File: config.mk
export PLATFORM = sky130hd
export DESIGN_NAME = terminal_display_width_counter
export DESIGN_NICKNAME = d
export VERILOG_FILES = /design/src/rtl/tdwc_pkg.sv /design/src/rtl/terminal_display_width_counter.sv
export SDC_FILE = /design/constraint.sdc
export NUM_CORES = 1
export LEC_CHECK = 0
export BUFFER_PORTS_ARGS = -buffer_cell sky130_fd_sc_hd__buf_2
export CORE_UTILIZATION = 45
export CTS_BUF_LIST = sky130_fd_sc_hd__clkbuf_4 sky130_fd_sc_hd__clkbuf_8
export DETAILED_ROUTE_END_ITERATION = 10
export PLACE_DENSITY = 0.63
export SYNTH_ARGS = -nofsm -noshare
export SYNTH_HDL_FRONTEND = slang
export SYNTH_SLANG_ARGS = --single-unit
File: constraint.sdc
create_clock -name i_clk -period 5.1 [get_ports i_clk]
set_input_delay 1.02 -clock i_clk [delete_from_list [all_inputs] [get_ports i_clk]]
set_output_delay 1.02 -clock i_clk [all_outputs]
set_load 0.02 [all_outputs]
File: src/rtl/tdwc_pkg.sv
// Package for the terminal display width counter: byte codes and defaults.
// No dependencies.
package tdwc_pkg;

    // default width of the internal column counter
    localparam int COUNT_BITS_DEF = 16;
    // width of the reported column count
    localparam int OUT_BITS = 16;

    // tab width after reset
    localparam logic [3:0] TAB_WIDTH_RST = 4'd4;

    // special bytes
    localparam logic [7:0] BYTE_BS       = 8'h08;
    localparam logic [7:0] BYTE_TAB      = 8'h09;
    localparam logic [7:0] BYTE_ESC      = 8'h1B;
    localparam logic [7:0] BYTE_LBRACKET = 8'h5B;
    localparam logic [7:0] BYTE_M        = 8'h6D;

    // printable ASCII range
    localparam logic [7:0] PRINT_LO = 8'h20;
    localparam logic [7:0] PRINT_HI = 8'h7E;

    // UTF-8 lead byte ranges
    localparam logic [7:0] UTF2_LO = 8'hC2;
    localparam logic [7:0] UTF2_HI = 8'hDF;
    localparam logic [7:0] UTF3_LO = 8'hE0;
    localparam logic [7:0] UTF3_HI = 8'hEF;
    localparam logic [7:0] UTF4_LO = 8'hF0;
    localparam logic [7:0] UTF4_HI = 8'hF4;

endpackage

File: src/rtl/terminal_display_width_counter.sv
// Terminal display width counter: top level, single registered pass per byte.
// Depends on tdwc_pkg.
//
// Usage:
//   Input channel (i_in_valid / o_in_stall) carries one byte of a string per
//   transfer, with i_last marking the final byte. Output channel
//   (o_out_valid / i_out_stall) carries one result per string: the column
//   count o_display_width and the o_saturated flag.
//   One byte is taken every cycle while o_in_stall is low; each byte updates
//   the count, the escape parser mode and the UTF-8 skip counter.
//   The result is registered, valid in the cycle after the last byte is taken.
//   The output register holds the result while i_out_stall is high; input is
//   then stalled only while a result waits and the receiver stalls.
//   Reset (synchronous, i_rst_n low) clears the count, parser and output
//   valid, and sets the tab width to 4. Write the tab width with i_cfg_we
//   and i_cfg_data while no string is in progress.
module terminal_display_width_counter #(
    parameter int COUNT_BITS = tdwc_pkg::COUNT_BITS_DEF
) (
    input  logic                          i_clk,
    input  logic                          i_rst_n,
    // configuration
    input  logic                          i_cfg_we,
    input  logic [3:0]                    i_cfg_data,
    // byte input
    input  logic                          i_in_valid,
    output logic                          o_in_stall,
    input  logic [7:0]                    i_char_byte,
    input  logic                          i_last,
    // result output
    output logic                          o_out_valid,
    input  logic                          i_out_stall,
    output logic [tdwc_pkg::OUT_BITS-1:0] o_display_width,
    output logic                          o_saturated
);

    localparam int OB = tdwc_pkg::OUT_BITS;

    // parser modes
    localparam logic [1:0] MODE_TEXT = 2'd0;
    localparam logic [1:0] MODE_ESC  = 2'd1;
    localparam logic [1:0] MODE_CSI  = 2'd2;
    localparam logic [1:0] MODE_SKIP = 2'd3;

    logic [COUNT_BITS-1:0] r_count, n_count;
    logic [1:0]            r_mode, n_mode;
    logic [1:0]            r_skip, n_skip;
    logic                  r_ovf, n_ovf;
    logic [3:0]            r_tab;
    logic                  r_out_valid;
    logic [OB-1:0]         r_display_width;
    logic                  r_saturated;

    logic                  accept;
    logic                  do_text;
    logic                  add_en;
    logic [3:0]            add_amt;
    logic [COUNT_BITS:0]   sum;
    logic                  clipped;
    logic [OB-1:0]         width_out;

    // stall only while a result waits and the receiver stalls
    assign o_in_stall = r_out_valid && i_out_stall;
    assign accept     = i_in_valid && !o_in_stall;

    // parser mode and skip counter
    always_comb begin
        n_mode  = r_mode;
        n_skip  = r_skip;
        do_text = 1'b0;
        unique case (r_mode)
            MODE_ESC: begin
                if (i_char_byte == tdwc_pkg::BYTE_LBRACKET) begin
                    n_mode = MODE_CSI;
                end else begin
                    n_mode  = MODE_TEXT;
                    do_text = 1'b1;
                end
            end
            MODE_CSI: begin
                if (i_char_byte == tdwc_pkg::BYTE_M) begin
                    n_mode = MODE_TEXT;
                end
            end
            MODE_SKIP: begin
                if (r_skip != 2'd0) begin
                    n_skip = r_skip - 2'd1;
                end
                if (n_skip == 2'd0) begin
                    n_mode = MODE_TEXT;
                end
            end
            default: begin
                n_mode  = MODE_TEXT;
                do_text = 1'b1;
            end
        endcase

        // ordinary text byte decode
        add_en  = 1'b0;
        add_amt = 4'd1;
        if (do_text) begin
            priority if (i_char_byte >= tdwc_pkg::PRINT_LO
                         && i_char_byte <= tdwc_pkg::PRINT_HI) begin
                add_en = 1'b1;
            end else if (i_char_byte == tdwc_pkg::BYTE_TAB) begin
                add_en  = 1'b1;
                add_amt = r_tab;
            end else if (i_char_byte == tdwc_pkg::BYTE_ESC) begin
                n_mode = MODE_ESC;
            end else if (i_char_byte >= tdwc_pkg::UTF2_LO
                         && i_char_byte <= tdwc_pkg::UTF2_HI) begin
                add_en = 1'b1;
                n_mode = MODE_SKIP;
                n_skip = 2'd1;
            end else if (i_char_byte >= tdwc_pkg::UTF3_LO
                         && i_char_byte <= tdwc_pkg::UTF3_HI) begin
                add_en = 1'b1;
                n_mode = MODE_SKIP;
                n_skip = 2'd2;
            end else if (i_char_byte >= tdwc_pkg::UTF4_LO
                         && i_char_byte <= tdwc_pkg::UTF4_HI) begin
                add_en = 1'b1;
                n_mode = MODE_SKIP;
                n_skip = 2'd3;
            end else begin
                add_en = 1'b0;
            end
        end
    end

    // column count: saturating add, backspace floors at zero
    assign sum = {1'b0, r_count} + (COUNT_BITS + 1)'(add_amt);

    always_comb begin
        n_count = r_count;
        n_ovf   = r_ovf;
        if (do_text && i_char_byte == tdwc_pkg::BYTE_BS) begin
            if (r_count != '0) begin
                n_count = r_count - COUNT_BITS'(1);
            end
        end else if (add_en) begin
            if (sum[COUNT_BITS]) begin
                n_count = '1;
                n_ovf   = 1'b1;
            end else begin
                n_count = sum[COUNT_BITS-1:0];
            end
        end
    end

    // clip the count to the reported width
    generate
        if (COUNT_BITS > OB) begin : g_clip
            assign clipped   = |n_count[COUNT_BITS-1:OB];
            assign width_out = clipped ? '1 : n_count[OB-1:0];
        end else begin : g_noclip
            assign clipped   = 1'b0;
            assign width_out = OB'(n_count);
        end
    endgenerate

    // parser state and tab width
    always_ff @(posedge i_clk) begin
        if (!i_rst_n) begin
            r_count <= '0;
            r_mode  <= MODE_TEXT;
            r_skip  <= 2'd0;
            r_ovf   <= 1'b0;
            r_tab   <= tdwc_pkg::TAB_WIDTH_RST;
        end else begin
            if (i_cfg_we) begin
                r_tab <= i_cfg_data;
            end
            if (accept) begin
                if (i_last) begin
                    r_count <= '0;
                    r_mode  <= MODE_TEXT;
                    r_skip  <= 2'd0;
                    r_ovf   <= 1'b0;
                end else begin
                    r_count <= n_count;
                    r_mode  <= n_mode;
                    r_skip  <= n_skip;
                    r_ovf   <= n_ovf;
                end
            end
        end
    end

    // output register
    always_ff @(posedge i_clk) begin
        if (!i_rst_n) begin
            r_out_valid <= 1'b0;
        end else if (!o_in_stall) begin
            r_out_valid <= accept && i_last;
        end
    end

    always_ff @(posedge i_clk) begin
        if (accept && i_last) begin
            r_display_width <= width_out;
            r_saturated     <= n_ovf || clipped;
        end
    end

    assign o_out_valid     = r_out_valid;
    assign o_display_width = r_display_width;
    assign o_saturated     = r_saturated;

endmodule

==> results of run 1 <==
## how the worst max path moves through the flow
stage	from	to	slack, ns	depth (start not counted)
after floorplan	i_char_byte[6]	r_count[1]	0.77	13
after global placement	i_char_byte[6]	r_count[13]	0.73	14
after detailed placement	i_char_byte[6]	r_count[0]	0.65	13
after CTS	i_char_byte[6]	r_count[0]	0.96	13
after global routing	i_char_byte[6]	r_count[0]	0.70	13
final	i_char_byte[6]	r_count[0]	0.93	13
## per-stage QoR
step           hold slack, ns  total power [mW]  utilization [%]  worst slack, ns  instances
6_report                0.497             0.698             50.8            0.927        445
3_5_place_dp            0.483             0.488             49.4            0.648        437
2_1_floorplan           0.456             0.456                -            0.769        345
4_1_cts                 0.500             0.703             50.8            0.956        445
3_3_place_gp            0.472             0.487             49.4            0.732        437
5_1_grt                 0.525             0.730             50.8            0.704        445
## power breakdown
group          switching [mW]  leakage, nW  internal, mW
Combinational          0.0700        0.851        0.0368
Clock                   0.118       0.0460        0.0997
Sequential            0.00600        0.370         0.367
Total                   0.194         1.27         0.504
## layout by cell type (no fill, tap or decap), drive strengths merged, types with 3 or more instances in the layout
cell	instances
o221a	4
nand3	15
or4	4
a31oi	7
o21a	4
o22ai	3
a211oi	6
inv	8
a21oi	14
clkbuf	6
a21o	5
a22o	4
o211a	3
o211ai	3
and3	3
nor2	22
or3	7
nand2	35
and4	3
o21ai	18
nor3	19
edfxtp	17
buf	38
xnor2	5
nor2b	9
and2	3
or2	6
ha	6
nand2b	5
a21boi	3
nand4	7
nor4	10
dfxtp	26
mux2i	5
## kinds of logic after synthesis
logic type	count (synthesis)	synth area share, %
compound gates	94	23.3
buf+inv	31	4.33
xor+xnor	6	1.78
fa+ha+maj	7	3.23
flops	43	35.0
simple gates	157	29.9
mux	7	2.46
## layout make-up
type	count	area (um2)	share of cell area (%)
Inverter	8	30.0	0.931
Timing Repair Buffer	38	195	6.05
Multi-Input combinational cell	271	1790	55.4
Tap cell	77	96.3	2.99
Clock buffer	6	76.3	2.37
Clock inverter	2	8.76	0.272
Sequential cell	43	1030	32.0
## layer usage
layer  vias to the layer above  track usage [%]  part of all wire, %  wire [um]
met1                      1264             29.1                   46       3370
met2                       101             35.8                   46       3350
met5                         -                0                    0          0
met4                         0             10.2                  3.1        225
li1                       1356                -                    -          -
met3                        18             3.48                  4.8        348
## worst max-delay path, delay by kind of cell
family	cells	cell delay (ns)
compound gates	4	0.99
fa+ha+maj	2	0.64
buf+inv	1	0.15
simple gates	6	1.57
## registers in the layout (all words and copies together), names as in the netlist
register and count:
r_mode 2, o_saturated 1, r_ovf 1, o_display_width 16, r_count 16, o_out_valid 1
r_tab 4, r_skip 2
==> results.md, run 1 <==
- Most frequent CP cell: nand2_1
- Initial drt markers: 271
- Area grow syn2layout: 9.47%
- Worst-Skew Late Latency: around 0.30 ns
- Synth Instances: 345
- Slowest stage delay, CP: between 0.5 and 0.6 ns
- Die height: 82.9 um
- Reg-to-reg endpoint: r_count[0]
- Post-synth cell types: 71
- Worst IR Drop VDD: about 0.12 mV
- Input/output buffers: 36
- Clock Tree Root: clkbuf_8
- Post-layout nets: between 300 and 400
- Crit path kind: input pin to register
- Worst rel slew slack: 37.3%
- Vias in the first global route: 2,562
- Syn nets: 370
- Ranking of synthesized cells by area: dfxtp_1 18%, edfxtp_1 17%, nand2_1 4.5%
- HPWL Detailed: 5300 um
- DR vias: between 2,000 and 3,000
- GP Congestion: a little over 0.9
- Routed Antenna Nets: 0
- CTS HTree Levels: 2
- Area after DPL: roughly 3100 um2
- GRT overflow: 0
- Max-Cap Viols: 0
- Max Clock Skew: roughly 0.0088 ns
- Unrepaired setup endpoints after global routing: no
- Avg Inst Size Synth: approximately 8.5 um2
- Post-route setup TNS: 0 ns
- Max Freq: between 200 and 250 MHz
- Primary FF master, synth: dfxtp_1
- First-pass GRT wire length: 12,400 um
- Post-route cell area: 3220 um2
- Hold Path Depth: 2
- Most common cell in the synthesized netlist: nand2_1
- CTS Buf Count: 5
- Final Cycle Share: about four fifths
- Max-slew violation count: 0
- Leak: about 1.3 nW
- Synth async-reset ratio: 0%
- Data arrival, critical path: around 4.4 ns
- Number of synthesized flops with an enable pin: 17
- Gr usage total: about 22%
- Worst hold path type: register to register
- Layout cells sized above 1: ~17%
- Die span in x: 82.9 um
- Crit-path max FO: 10
- Hold wc startpoint: r_tab[2]
- Post-synth top area cell: dfxtp_1
- Postcts setup bufs: 0
- # DRC: 2
- Slowest cell on crit path: or4_4
- Die ar.: a little under 7000 um2
- CORE AREA: ~6300 um2
- Rows: 29
- Starting Density: 46.4%
- Synth warn: 0
- Hold Buf Count CTS: 0
- Reg clk slew, reported paths: approximately 0.08 ns
- CTS Buffer Depth: 2
- Post-synth top area share: between 15 and 20%
- Layout fillers: around 620
- Routed wire length: around 7300 um
- Wirelength per Cell: 16.4 um
- FF+latch count, synth: 43
- CP Cell Sequence: buf_2, or4_4, nor3_1, nand2_1, or2_2, ha_1, fa_1, a21o_1, a21oi_1, or3_1, nand2_1, o221a_2, a22o_1
- Synth top cells by count: 35 x nand2_1, 26 x dfxtp_1, 22 x nor2_1
- Startpoint Class: input pin
- Tmin final: between 4 and 5 ns
- Sink Count: 43
- Ports: 37
- Final hold vios: 0
- DR vias/cell: 6.16
- Worst Tran Pin Value: roughly 0.93 ns
- CTS tree: yes
- Cell Area, Synth: ~3000 um2
- R2R Path Start: r_mode[1]
- ANT cells: 0
- Share of the yosys chip area belonging to registers: between 30% and 40%
- FF-to-FF path depth: 12
- Status: finished with violations
- Endpoint, Worst Hold: r_tab[2]
- Setup crit end kind: register
- Final-report setup violation count: 0
- Setup slack, reg-to-reg: about 1.8 ns
- CP required: approximately 5.3 ns
- Initial antenna violation count: 0
- PwrDens: 217 nW/um2
- First drt pass iteration count: 8
- Post_cts resized: 0
- Failing checks: DRC
- Largest net degree at the start of global routing: 18
Power figures use the tool's default switching activity.
==> run 2: changes to the inputs <==
==> constraint.sdc (replaced) <==
create_clock -name i_clk -period 4 [get_ports i_clk]
set_input_delay 0.8 -clock i_clk [delete_from_list [all_inputs] [get_ports i_clk]]
set_output_delay 0.8 -clock i_clk [all_outputs]
set_load 0.02 [all_outputs]
==> run 2 against run 1 <==
The run now ends clean. Via count rose by 2.4%. Power rose by 29%. Global-route usage fell by 0.30 points. Sequential power rose by 28%. Critical endpoint is now r_count[13]. Largest power group unchanged. Setup slack got worse by 0.62 ns. Critical path type unchanged. Highest routed layer unchanged.
==> results.md, run 2 (same netlist as run 1, synthesis figures left out) <==
- Status: finished, final reports clean (was finished with violations)
- Sequential Power Share: 52.7% (was 53.5%)
- GP Congestion: 0.958 (was 0.925)
- Die height: 82.9 um (unchanged)
- Worst rel slew slack: 51.7% (was 37.3%)
- CORE AREA: 6350 um2 (unchanged)
- Slowest cell on crit path: or4_4 (unchanged)
- CP Cell Sequence: buf_2, or4_4, nor3_1, nand2_1, or2_2, ha_1, fa_1, a21o_1, nand2_1, nand2b_1, a21oi_1, nand4_1, a221o_1, a21o_1 (was buf_2, or4_4, nor3_1, nand2_1, or2_2, ha_1, fa_1, a21o_1, a21oi_1, or3_1, nand2_1, o221a_2, a22o_1)
- Routed Antenna Nets: 0 (unchanged)
- Final hold vios: 0 (unchanged)
- CTS tree: yes (unchanged)
- Final-report setup violation count: 0 (unchanged)
- Crit-path max FO: 4 (was 10)
- Worst hold path type: register to register (unchanged)
- Vias in the first global route: 2,565 (was 2,562)
- Final Power: 0.902 mW (was 0.698 mW)
- Sw Ratio: 28.0% (was 27.8%)
- Largest net degree at the start of global routing: 18 (unchanged)
- Die ar.: 6870 um2 (unchanged)
- Clk pwr share: 31.4% (was 31.2%)
- Die span in x: 82.9 um (unchanged)
- Buf/Inv on CP: 1 (unchanged)
- Clock Tree Root: clkbuf_8 (unchanged)
- Dpl cells: 449 (was 437)
- Initial drt markers: 177 (was 271)
- First drt pass iteration count: 4 (was 8)
- Slowest stage delay, CP: 0.52 ns (was 0.56 ns)
- CTS HTree Levels: 2 (unchanged)
- Worst IR Drop VDD: 0.173 mV (was 0.117 mV)
- Fin util: 52.3% (was 50.8%)
- Finished Layout Cells: 457 (was 445)
- Combinational power share: 15.8% (was 15.3%)
- Post_cts resized: 0 (unchanged)
- Routed wire length: 7290 um (about the same)
- Most frequent cells in the layout: 36 x buf_2, 35 x nand2_1, 26 x dfxtp_1, 22 x nor2_1, 19 x nor3_1 (unchanged)
- CP required: 4.20 ns (was 5.29 ns)
- Hold Buf Count CTS: 0 (unchanged)
- Worst Tran Pin Value: 0.724 ns (was 0.935 ns)
- CTS Buf Count: 5 (unchanged)
- Max-Cap Viols: 0 (unchanged)
- Setup crit end kind: register (unchanged)
- Post-layout nets: 404 (was 392)
- Wirelength per Cell: 16.0 um (was 16.4 um)
- Layout cells sized above 1: 20.0% (was 16.8%)
- Ports: 37 (unchanged)
- Rows: 29 (unchanged)
- GRT overflow: 0 (unchanged)
- Max-slew violation count: 0 (unchanged)
- CTS Buffer Depth: 2 (unchanged)
- Initial antenna violation count: 0 (unchanged)
- ANT cells: 0 (unchanged)
- Crit path kind: input pin to register (unchanged)
- Reg clk slew, reported paths: 0.08 ns (about the same)
- Post-route setup TNS: 0 ns (unchanged)
- Most common cell after layout, fill and taps aside: buf_2 (unchanged)
- Leak: 1.32 nW (was 1.27 nW)
- HPWL Detailed: 5370 um (was 5300 um)
- Area grow syn2layout: 12.8% (was 9.47%)
- Gr usage total: 21.9% (was 22.2%)
- First-pass GRT wire length: 12,300 um (was 12,400 um)
- Max Clock Skew: 0.00694 ns (was 0.00876 ns)
- Postcts setup bufs: 0 (unchanged)
- Final Cycle Share: slightly above 90%
- Smallest hold slack: 0.494 ns (was 0.497 ns)
- Net Sw Power: 0.253 mW (was 0.194 mW)
- Worst-Skew Late Latency: 0.30 ns (about the same)
- Cell class contributing the biggest share of worst-path delay: simple AND/OR/NAND/NOR gates (unchanged)
- DR vias: 2,804 (was 2,739)
- Internal power: 0.649 mW (was 0.504 mW)
- Max Freq: between 200 and 300 MHz
- Tmin final: around 3.7 ns
- DR vias/cell: 6.14 (was 6.16)
- Starting Density: 46.4% (unchanged)
- Startpoint Class: input pin (unchanged)
- Data arrival, critical path: 3.89 ns (was 4.37 ns)
- Sink Count: 43 (unchanged)
- Unrepaired setup endpoints after global routing: no (unchanged)
- PwrDens: 272 nW/um2 (was 217 nW/um2)
- # DRC: 0 (was 2)
- Input/output buffers: 36 (unchanged)
==> run 2: area by class of cell <==
cell class / count / area (um2)
Fill cell: 601 / 3030
Tap cell: 77 / 96.3
Clock inverter: 2 / 12.5
Timing Repair Buffer: 50 / 285
Clock buffer: 6 / 76.3
Multi-Input combinational cell: 271 / 1790
Sequential cell: 43 / 1030
Inverter: 8 / 30.0
==> run 2: worst paths after layout <==
check | start | end | depth (start not counted) | slack (ns)
min reg2reg | r_tab[2] | r_tab[2] | 2 | 0.49
max reg2reg | r_mode[1] | r_count[13] | 13 | 0.85
min | r_tab[2] | r_tab[2] | 2 | 0.49
max | i_char_byte[1] | r_count[13] | 14 | 0.30
==> run 2: routing by layer <==
| layer | up-vias | track usage, % | wire [um] |
|---|---|---|---|
| met5 | - | 0 | 0 |
| met4 | 0 | 8.15 | 150 |
| met3 | 15 | 2.78 | 316 |
| met2 | 74 | 36.0 | 3520 |
| met1 | 1341 | 29.3 | 3310 |
| li1 | 1374 | - | - |
==> run 2: power groups by stage <==
stage / logic (mW) / clock network [mW] / registers [mW]
CTS: 0.143 / 0.288 / 0.476
global placement: 0.141 / 0 / 0.486
detailed placement: 0.142 / 0 / 0.486
floorplan: 0.0862 / 0 / 0.495
finish: 0.143 / 0.284 / 0.476
global route: 0.158 / 0.305 / 0.478
==> run 2: worst register-to-register path: stages (launching register included) <==
cell and delay [ns]:
dfxtp_1 0.42, nand2b_1 0.22, nor3_1 0.20, nand2_1 0.10, or2_2 0.28, ha_1 0.21
fa_1 0.39, a21o_1 0.21, nand2_1 0.10, nand2b_1 0.11, a21oi_1 0.15, nand4_1 0.13
a221o_1 0.35, a21o_1 0.18
==> run 2: metrics by stage <==
step | worst slack (ns) | instance area (um2)
global route | 0.124 | 3320
detailed placement | 0.00566 | 3230
floorplan | 0.0182 | 2950
CTS | 0.305 | 3320
global placement | 0.0732 | 3230
finish | 0.303 | 3320
==> run 3: changes to the inputs <==
--- a/config.mk
+++ b/config.mk
@@ -6,10 +6,12 @@
 export NUM_CORES = 1
 export LEC_CHECK = 0
 export BUFFER_PORTS_ARGS = -buffer_cell sky130_fd_sc_hd__buf_2
+export CAP_MARGIN = 20
 export CORE_UTILIZATION = 45
 export CTS_BUF_LIST = sky130_fd_sc_hd__clkbuf_4 sky130_fd_sc_hd__clkbuf_8
 export DETAILED_ROUTE_END_ITERATION = 10
 export PLACE_DENSITY = 0.63
+export RECOVER_POWER = 100
 export SYNTH_ARGS = -nofsm -noshare
 export SYNTH_HDL_FRONTEND = slang
 export SYNTH_SLANG_ARGS = --single-unit
==> run 3 against run 2 <==
Sequential power about the same. Critical path type unchanged. Power down 0.31%. Wire length up 0.59%.
==> results.md, run 3 (same netlist as run 1, synthesis figures left out) <==
- Post-route setup TNS: 0 ns (unchanged)
- Vias in the first global route: 2,565 (unchanged)
- First drt pass iteration count: 4 (unchanged)
- GP Congestion: 0.958 (unchanged)
- Status: finished, final reports clean (unchanged)
- Crit-path max FO: 6 (was 4)
- Buf/Inv on CP: 2 (was 1)
- Gr usage total: 21.9% (unchanged)
- HPWL Detailed: 5370 um (unchanged)
- Worst rel slew slack: 51.5% (was 51.7%)
- Routed Antenna Nets: 0 (unchanged)
- Worst-Skew Late Latency: 0.30 ns (about the same)
- Reg clk slew, reported paths: 0.08 ns (about the same)
- CTS tree: yes (unchanged)
- GRT overflow: 0 (unchanged)
- Slowest cell on crit path: or4_1 (was or4_4)
- Final-report setup violation count: 0 (unchanged)
- Area after DPL: 3230 um2 (unchanged)
- FF-to-FF path depth: 12 (was 13)
- Leak: 1.25 nW (was 1.32 nW)
- Area grow syn2layout: 11.5% (was 12.8%)
- DR vias/cell: 6.12 (was 6.14)
- Fin util: 51.7% (was 52.3%)
- Post-route cell area: 3280 um2 (was 3320 um2)
- Max Clock Skew: 0.00684 ns (was 0.00694 ns)
- Most common cell after layout, fill and taps aside: nand2_1 (was buf_2)
- Wirelength per Cell: 16.1 um (was 16.0 um)
- Worst hold path type: register to register (unchanged)
- ANT cells: 0 (unchanged)
- Tmin final: 3.73 ns (was 3.70 ns)
- Sink Count: 43 (unchanged)
- Startpoint Class: input pin (unchanged)
- CTS HTree Levels: 2 (unchanged)
- Most frequent CP cell: nand2_1
- Max-Cap Viols: 0 (unchanged)
- Final Cycle Share: 93.3% (was 92.4%)
- Post_cts resized: 0 (unchanged)
- Unrepaired setup endpoints after global routing: no (unchanged)
- Crit path kind: input pin to register (unchanged)
- Initial antenna violation count: 0 (unchanged)
- Largest net degree at the start of global routing: 18 (unchanged)
- # DRC: 0 (unchanged)
- Max-slew violation count: 0 (unchanged)
- Layout cells sized above 1: 13.4% (was 20.0%)
- First-pass GRT wire length: 12,300 um (unchanged)
- Data arrival, critical path: 3.79 ns (was 3.89 ns)
- Clock Tree Root: clkbuf_8 (unchanged)
- Post-layout nets: 404 (unchanged)
- PwrDens: 274 nW/um2 (was 272 nW/um2)
- Cell class contributing the biggest share of worst-path delay: simple AND/OR/NAND/NOR gates (unchanged)
- CORE AREA: 6350 um2 (unchanged)
- Initial drt markers: 174 (was 177)
- Pre-CTS setup slack: 0.00566 ns (unchanged)
- Dpl cells: 449 (unchanged)
- Worst IR Drop VDD: 0.175 mV (was 0.173 mV)
- Max Freq: 268 MHz (was 271 MHz)
- CP Cell Sequence: buf_2, or4_1, nor3_1, nand2_1, or2_2, ha_1, fa_1, a21o_1, a21oi_2, clkbuf_1, o22ai_1, xnor2_1, nand2_1 (was buf_2, or4_4, nor3_1, nand2_1, or2_2, ha_1, fa_1, a21o_1, nand2_1, nand2b_1, a21oi_1, nand4_1, a221o_1, a21o_1)
- CTS Buf Count: 5 (unchanged)
- CP required: 4.06 ns (was 4.20 ns)
- Worst Tran Pin Value: 0.726 ns (was 0.724 ns)
- Final Power: 0.899 mW (was 0.902 mW)
- Worst path depth: 13 (was 14)
- Most frequent cells in the layout: 35 x nand2_1, 26 x dfxtp_1, 23 x clkbuf_1, 22 x nor2_1, 19 x nor3_1 (was 36 x buf_2, 35 x nand2_1, 26 x dfxtp_1, 22 x nor2_1, 19 x nor3_1)
- DR vias: 2,796 (was 2,804)
- Final WS setup: 0.269 ns (was 0.303 ns)
- Hold Buf Count CTS: 0 (unchanged)
- Routed wire length: 7340 um (was 7290 um)
- CTS Buffer Depth: 2 (unchanged)
- Setup crit end kind: register (unchanged)
- Die span in x: 82.9 um (unchanged)
- Slowest stage delay, CP: 0.54 ns (was 0.52 ns)
- Input/output buffers: 36 (unchanged)
- Postcts setup bufs: 0 (unchanged)
- Starting Density: 46.4% (unchanged)
- Finished Layout Cells: 457 (unchanged)
- Hold Path Depth: 2 (unchanged)
- Smallest hold slack: 0.494 ns (about the same)
- Die ar.: 6870 um2 (unchanged)
- Die height: 82.9 um (unchanged)
- Final hold vios: 0 (unchanged)
- Rows: 29 (unchanged)
- Ports: 37 (unchanged)
==> run 3: cell count changes in the layout (fill, tap and decap cells not counted), sizes merged <==
cell | before | now
clkbuf | 6 | 32
buf | 50 | 24
==> run 3: routing by layer <==
layer / share of wire, % / vias to the layer above / routed length [um] / track usage [%]
met2: 48 / 69 / 3530 / 36.0
met1: 45 / 1340 / 3330 / 29.3
met5: 0 / - / 0 / 0
met4: 2.2 / 0 / 160 / 8.15
li1: - / 1376 / - / -
met3: 4.3 / 11 / 319 / 2.78
==> run 3: layout make-up <==
class / instances / area (um2)
fillers: 613 / 3070
multi-input cells: 271 / 1780
flip-flops and latches: 43 / 1030
repair buffers: 50 / 254
well taps: 77 / 96.3
clock buffers: 6 / 76.3
inverters: 8 / 30.0
clock inverters: 2 / 12.5
==> run 3: worst paths after layout <==
kind                  startpoint                 end  slack [ns]
setup / recovery  i_char_byte[1]  o_display_width[4]        0.27
hold / removal          r_tab[2]            r_tab[2]        0.49
setup reg to reg       r_mode[1]  o_display_width[4]        0.84
hold reg to reg         r_tab[2]            r_tab[2]        0.49
==> run 3: worst min-delay path, cell delays in order, from the launching register on <==
cell      delay [ns]
dfxtp_1         0.30
inv_1           0.07
o211ai_1        0.08
==> run 3: power by group <==
| group | switching (mW) | internal, mW |
|---|---|---|
| Combinational | 0.0906 | 0.0486 |
| Sequential | 0.00754 | 0.469 |
| Clock | 0.155 | 0.129 |
| Total | 0.253 | 0.646 |
